### config.mk
export PLATFORM = sky130hd
export DESIGN_NAME = sync_serial_frame_transmitter_top
export DESIGN_NICKNAME = d
export VERILOG_FILES = /design/src/ssft_pkg.sv /design/src/ssft_csr.sv /design/src/ssft_engine.sv /design/src/sync_serial_frame_transmitter_top.sv
export SDC_FILE = /design/constraint.sdc
export NUM_CORES = 1
export LEC_CHECK = 0
export ABC_AREA = 1
export BUFFER_PORTS_ARGS = -buffer_cell sky130_fd_sc_hd__buf_4
export CAP_MARGIN = 5
export CORE_MARGIN = 8
export CORE_UTILIZATION = 54
export CTS_CLUSTER_SIZE = 20
export DETAILED_ROUTE_END_ITERATION = 6
export PLACE_DENSITY = 0.88
export REMOVE_ABC_BUFFERS = 1
export SYNTH_ARGS = -nofsm -noshare
export SYNTH_HDL_FRONTEND = slang
export SYNTH_SLANG_ARGS = --single-unit
### constraint.sdc
create_clock -name clock -period 3.55 [get_ports clock]
set_input_delay 0.1775 -clock clock [delete_from_list [all_inputs] [get_ports clock]]
set_output_delay 0.1775 -clock clock [all_outputs]
set_load 0.1 [all_outputs]
### src/ssft_pkg.sv
`timescale 1ns / 1ps

package ssft_pkg;

   localparam int DIVIDER_WIDTH = 8;
   localparam int CFG_WIDTH = 8;
   localparam int CMP_WIDTH = (DIVIDER_WIDTH > CFG_WIDTH) ? DIVIDER_WIDTH : CFG_WIDTH;
   localparam int FRAME_WIDTH = 12;

   localparam logic [CFG_WIDTH-1:0] HALF_PERIOD_RESET = 8'd80;
   localparam logic [DIVIDER_WIDTH-1:0] DIV_MAX = {DIVIDER_WIDTH{1'b1}};

   localparam logic [15:0] NIBBLE_PARITY_TABLE = 16'h6996;
   localparam logic [FRAME_WIDTH-1:0] STOP_BITS = 12'hC00;

   localparam logic KIND_TICK = 1'b0;
   localparam logic KIND_LOAD = 1'b1;

   localparam logic REG_HALF_PERIOD = 1'b0;

   typedef struct packed {
      logic       kind;
      logic [7:0] data_byte;
      logic       odd_parity;
   } item_type;

   typedef struct packed {
      logic serial_clock;
      logic serial_data;
      logic busy_res;
      logic load_accepted;
   } result_type;

   function automatic logic [FRAME_WIDTH-1:0] build_frame(input logic [7:0] data_byte,
                                                          input logic odd);
      logic [3:0] nib;
      logic       par;
      nib = data_byte[3:0] ^ data_byte[7:4];
      par = NIBBLE_PARITY_TABLE[nib] ^ odd;
      return STOP_BITS | {2'b00, par, data_byte, 1'b0};
   endfunction

endpackage

### src/ssft_csr.sv
`timescale 1ns / 1ps

module ssft_csr (
   input  logic                           clock,
   input  logic                           reset,
   input  logic                           csr_psel,
   input  logic                           csr_penable,
   input  logic                           csr_pwrite,
   input  logic [2:0]                     csr_paddr,
   input  logic [31:0]                    csr_pwdata,
   output logic [31:0]                    csr_prdata,
   output logic                           csr_pready,
   output logic [ssft_pkg::CFG_WIDTH-1:0] half_period
);

   logic [ssft_pkg::CFG_WIDTH-1:0] half_period_ff;
   logic                           write_en;

   assign csr_pready = 1'b1;
   assign write_en = csr_psel && csr_penable && csr_pwrite
                     && (csr_paddr[2] == ssft_pkg::REG_HALF_PERIOD);

   always_ff @(posedge clock) begin
      if (reset) begin
         half_period_ff <= ssft_pkg::HALF_PERIOD_RESET;
      end else if (write_en) begin
         half_period_ff <= csr_pwdata[ssft_pkg::CFG_WIDTH-1:0];
      end
   end

   always_comb begin
      csr_prdata = '0;
      if (csr_paddr[2] == ssft_pkg::REG_HALF_PERIOD) begin
         csr_prdata[ssft_pkg::CFG_WIDTH-1:0] = half_period_ff;
      end
   end

   assign half_period = half_period_ff;

endmodule

### src/ssft_engine.sv
`timescale 1ns / 1ps

module ssft_engine (
   input  logic                           clock,
   input  logic                           reset,
   input  logic                           step_fire,
   input  ssft_pkg::item_type             item,
   input  logic [ssft_pkg::CFG_WIDTH-1:0] half_period,
   output ssft_pkg::result_type           result
);

   logic [ssft_pkg::DIVIDER_WIDTH-1:0] div_ff, div_in;
   logic                               clk_ff, clk_in;
   logic                               data_ff, data_in;
   logic [ssft_pkg::FRAME_WIDTH-1:0]   frame_ff, frame_in;
   logic                               accepted;
   logic [ssft_pkg::CMP_WIDTH-1:0]     cfg_wide;
   logic [ssft_pkg::CMP_WIDTH-1:0]     max_wide;
   logic [ssft_pkg::CMP_WIDTH-1:0]     div_wide;
   logic [ssft_pkg::CMP_WIDTH-1:0]     terminal;

   assign cfg_wide = ssft_pkg::CMP_WIDTH'(half_period);
   assign max_wide = ssft_pkg::CMP_WIDTH'(ssft_pkg::DIV_MAX);
   assign div_wide = ssft_pkg::CMP_WIDTH'(div_ff);
   assign terminal = (cfg_wide > max_wide) ? max_wide : cfg_wide;

   always_comb begin
      div_in   = div_ff;
      clk_in   = clk_ff;
      data_in  = data_ff;
      frame_in = frame_ff;
      accepted = 1'b0;
      unique case (item.kind)
         ssft_pkg::KIND_TICK: begin
            if (div_wide >= terminal) begin
               div_in = '0;
               clk_in = ~clk_ff;
               if (clk_in && (frame_ff != '0)) begin
                  data_in  = frame_ff[0];
                  frame_in = frame_ff >> 1;
               end
            end else begin
               div_in = div_ff + 1'b1;
            end
         end
         ssft_pkg::KIND_LOAD: begin
            if (frame_ff == '0) begin
               frame_in = ssft_pkg::build_frame(item.data_byte, item.odd_parity);
               accepted = 1'b1;
            end
         end
         default: begin
         end
      endcase
   end

   always_ff @(posedge clock) begin
      if (reset) begin
         div_ff   <= '0;
         clk_ff   <= 1'b0;
         data_ff  <= 1'b1;
         frame_ff <= '0;
      end else if (step_fire) begin
         div_ff   <= div_in;
         clk_ff   <= clk_in;
         data_ff  <= data_in;
         frame_ff <= frame_in;
      end
   end

   assign result.serial_clock  = clk_in;
   assign result.serial_data   = data_in;
   assign result.busy_res      = (frame_in != '0);
   assign result.load_accepted = accepted;

endmodule

### src/sync_serial_frame_transmitter_top.sv
`timescale 1ns / 1ps

// Sends bytes as 12-bit synchronous frames (start bit, eight data bits LSB first, parity,
// two stop bits) on a serial clock divided down from tick items. Every item, tick or load,
// returns exactly one result item. One item is taken per cycle while the result register is
// not stalled. An item passes through the input register, the single state-update stage
// and the result register before its result is presented; a stalled result register holds
// the pipeline back.
module sync_serial_frame_transmitter_top (
   input  logic        clock,
   input  logic        reset,
   input  logic        req_tvalid,
   output logic        req_tready,
   input  logic [15:0] req_tdata,   // data_byte [7:0], odd_parity [8], zeros [15:9]
   input  logic        req_tuser,   // kind [0]
   output logic        rsp_tvalid,
   input  logic        rsp_tready,
   output logic [7:0]  rsp_tdata,   // serial_clock [0], serial_data [1], busy_res [2],
                                    // load_accepted [3], zeros [7:4]
   input  logic        csr_psel,
   input  logic        csr_penable,
   input  logic        csr_pwrite,
   input  logic [2:0]  csr_paddr,
   input  logic [31:0] csr_pwdata,
   output logic [31:0] csr_prdata,
   output logic        csr_pready
);

   ssft_pkg::item_type             in_ff;
   logic                           in_valid_ff;
   ssft_pkg::result_type           out_ff;
   logic                           out_valid_ff;
   ssft_pkg::result_type           step_result;
   logic [ssft_pkg::CFG_WIDTH-1:0] half_period;
   logic                           advance;
   logic                           step_fire;

   assign advance    = !out_valid_ff || rsp_tready;
   assign step_fire  = in_valid_ff && advance;
   assign req_tready = !in_valid_ff || advance;

   ssft_csr u_csr (
      .clock       (clock),
      .reset       (reset),
      .csr_psel    (csr_psel),
      .csr_penable (csr_penable),
      .csr_pwrite  (csr_pwrite),
      .csr_paddr   (csr_paddr),
      .csr_pwdata  (csr_pwdata),
      .csr_prdata  (csr_prdata),
      .csr_pready  (csr_pready),
      .half_period (half_period)
   );

   ssft_engine u_engine (
      .clock       (clock),
      .reset       (reset),
      .step_fire   (step_fire),
      .item        (in_ff),
      .half_period (half_period),
      .result      (step_result)
   );

   always_ff @(posedge clock) begin
      if (reset) begin
         in_valid_ff <= 1'b0;
      end else if (req_tvalid && req_tready) begin
         in_valid_ff <= 1'b1;
      end else if (step_fire) begin
         in_valid_ff <= 1'b0;
      end
   end

   always_ff @(posedge clock) begin
      if (req_tvalid && req_tready) begin
         in_ff.kind       <= req_tuser;
         in_ff.data_byte  <= req_tdata[7:0];
         in_ff.odd_parity <= req_tdata[8];
      end
   end

   always_ff @(posedge clock) begin
      if (reset) begin
         out_valid_ff <= 1'b0;
      end else if (advance) begin
         out_valid_ff <= in_valid_ff;
      end
   end

   always_ff @(posedge clock) begin
      if (step_fire) begin
         out_ff <= step_result;
      end
   end

   assign rsp_tvalid = out_valid_ff;
   assign rsp_tdata  = {4'b0000, out_ff.load_accepted, out_ff.busy_res,
                        out_ff.serial_data, out_ff.serial_clock};

endmodule

==> results_dict.tcl <==
set metrics [dict create \
    grt_pass1_wl_mm 10.29 \
    synth_area_mm2 0.002890 \
    vias_per_cell 5.010 \
    grt-ovfl-total 0 \
    worstPathArrival_ns 2.33 \
    multi_input_area_mm2 0.001434 \
    cts_setup_buffers 0 \
    required_ns 3.61 \
    postLayoutCoreUtil 0.6222 \
    track_usage 0.1630 \
    numPortBuffers 39 \
    p_total_mw 1.292 \
    seq_area_mm2 0.001061 \
    power_frac_comb 0.296 \
    vias 2500 \
    num_rows 26 \
    synth_edf_count 14 \
    cts_hold_buf 0 \
    antenna_cells 0 \
    path_max_fanout 18 \
    cp-start-kind "flip-flop" \
    antenna_found_initial 0 \
    coreArea_mm2 0.005140 \
    synthDistinctLibCells 37 \
    ioPinCount 102 \
    fin_nets 496 \
    async_reset_ff_frac 0 \
    finalSetupViolations 0 \
    synthCells 394 \
    p_int_uw 788.7 \
    yosys-top-cells-area "dfxtp_1 22%, edfxtp_1 15%, nand2_1 12%" \
    power.leakage_nw 1.597 \
    drcViolationCount 0 \
    synth_seq_cells 46 \
    yosysSeqAreaShare 0.3671 \
    instances_no_fill 499 \
    path_clk_slew_ns 0.09 \
    post_cts_resized 0 \
    cts_tree "built" \
    dieArea_mm2 0.007950 \
    crit_type "reg -> reg" \
    wl_mm 6.306 \
    p_switching_uw 503.5 \
    yosysMostFrequentCell "nand2_1" \
    clk_path_buf_depth 2 \
    yosysTopAreaCellShare 0.2216 \
    drv_cap 0 \
    post-route-period-util 0.6411 \
    seqPwrFrac 0.457 \
    num-fill-cells 455 \
    swShare 0.3896 \
    wl_per_cell_um 12.64 \
    synth-main-ff-cell "dfxtp_1" \
    synth_top_area_cell "dfxtp_1" \
    finalHoldViolCount 0 \
    die_w_um 89.16 \
    worst_slew_pin_slew_ns 0.7169 \
    drt_iter0_drc 316 \
    rsz0062_at_grt "no" \
    initial_utilization 0.5623 \
    gp_congestion 0.8609 \
    die_h_um 89.16 \
    fin_skew_ns 0.006366 \
    area_delta_synth_final_pct 10.65 \
    end_kind "flip-flop" \
    powerDensity_mw_per_mm2 404.0 \
    postPlaceCellArea_mm2 0.003108 \
    slowest_stage "dfxtp_1" \
    outcome "completed" \
    cpPeakStageDelay_ns 0.32 \
    drive_above_1_share 0.1608 \
    grt_max_degree 31 \
    cts_sinks 46 \
    finalMaxSlewViolations 0 \
    dpl.cell_count 491 \
    path_cells "inv_1 -> ha_1 -> nand2_1 -> nor2_2 -> nand4_4 -> nand3_4 -> inv_1 -> nand2_1 -> nand2_1 -> a21oi_1 -> nand2_1 -> nor2_1 -> nand3_1" \
    max_freq_ghz 0.4394 \
    dr.pass1.iters 4 \
    hpwl_mm 4.915 \
    cts_buffers 5 \
    cts-root-buf "clkbuf_8" \
    netlist_top_cells_count "95 x nand2_1, 53 x inv_1, 32 x dfxtp_1" \
    min_path_type "in -> reg" \
    grt_pass1_vias 2309 \
    fin_crit_ns 2.276 \
    cp_common_cell "nand2_1" \
    slew_headroom 0.5216 \
    peakVddDrop_mv 0.3208 \
    htree_levels 2 \
    final_antenna_net_count 0 \
    insertion_delay_ns 0.30 \
    syn_avg_cell_area_um2 7.336 \
    stdcell_area_mm2 0.003198 \
    final.setup.tns_ns 0 \
    p_clk_frac 0.247 \
    ys_warn_count 0 \
]
[placed cells by master, fill, tap and decap left out, types with 13 or more instances in the layout]
cell type  synthesis  final
nand3_1           26     26
dfxtp_1           32     32
edfxtp_1          14     14
conb_1             2     29
nand2_1           95     95
a21oi_1           23     23
inv_1             53     53
buf_4             29     40
o211ai_1          13     13
nor2_1            26     26
[cell families (layout without fill, tap and decap cells)]
group,after synthesis,count (layout),synth area share
xor gates and xnor gates,8,8,0.02424
AOI/OAI and AO/OA,57,57,0.1169
and+or+nand+nor,168,168,0.2641
buffers and inverters,100,108,0.1719
other,2,29,0.002598
DFF,46,46,0.3671
muxes,4,4,0.01429
adders and majority gates,9,9,0.03896
[final timing paths]
| path | start | to | slack [ns] | cells after the start |
|---|---|---|---|---|
| worst min-delay path | req_tuser | in_ff[9]$_DFFE_PP_ | 0.05 | 1 |
| worst min register to register | u_engine.data_ff$_SDFFE_PP1P_ | u_engine.data_ff$_SDFFE_PP1P_ | 0.49 | 2 |
| worst max register to register | u_csr.half_period[7]$_SDFFE_PP0P_ | rsp_tdata[2]$_DFFE_PP_ | 1.27 | 13 |
| worst max-delay path | u_csr.half_period[7]$_SDFFE_PP0P_ | rsp_tdata[2]$_DFFE_PP_ | 1.27 | 13 |
[layout make-up]
cell class | instances | area share
Multi-Input combinational cell | 275 | 0.4484
Sequential cell | 46 | 0.3318
Timing Repair Buffer | 40 | 0.09390
Inverter | 60 | 0.07042
Tap cell | 70 | 0.02739
Clock buffer | 5 | 0.02152
Clock inverter | 3 | 0.006651
[worst max-delay path, delay by kind of cell (launching register included)]
kind | cells | cell delay, ns
flops | 1 | 0.32
simple gates | 9 | 1.02
buf+inv | 2 | 0.22
compound gates | 1 | 0.17
fa+ha+maj | 1 | 0.29
[per-layer routing]
layer	GRT usage	part of all wire	vias to the layer above
met2	0.2754	0.48	89
li1	-	-	1275
met4	0.05136	0.012	0
met1	0.2015	0.43	1126
met5	0	0	-
met3	0.03401	0.080	10
[per-stage QoR]
step / setup slack (ns) / hold WS (ns)
after floorplan: 0.7777 / 0.2466
after global placement: 1.340 / 0.3554
after detailed placement: 1.306 / 0.3574
after CTS: 1.283 / 0.04602
after global routing: 1.014 / 0.03346
final: 1.274 / 0.04942
[power by group through the flow]
stage          registers, mW  logic (mW)  clock network [mW]
2_1_floorplan          0.616       0.293                   0
3_3_place_gp           0.601       0.372                   0
3_5_place_dp           0.602       0.379                   0
4_1_cts                0.590       0.380               0.328
5_1_grt                0.594       0.413               0.351
6_report               0.591       0.383               0.319
[registers in the layout (all words and copies together), names as in the netlist]
register	count
rsp_tdata	4
rsp_tvalid	1
u_engine.data_ff	1
in_valid_ff	1
u_engine.frame_ff	12
u_engine.div_ff	8
in_ff	10
u_engine.clk_ff	1
u_csr.half_period	8
Note: power is estimated with default switching activity, not from simulation.
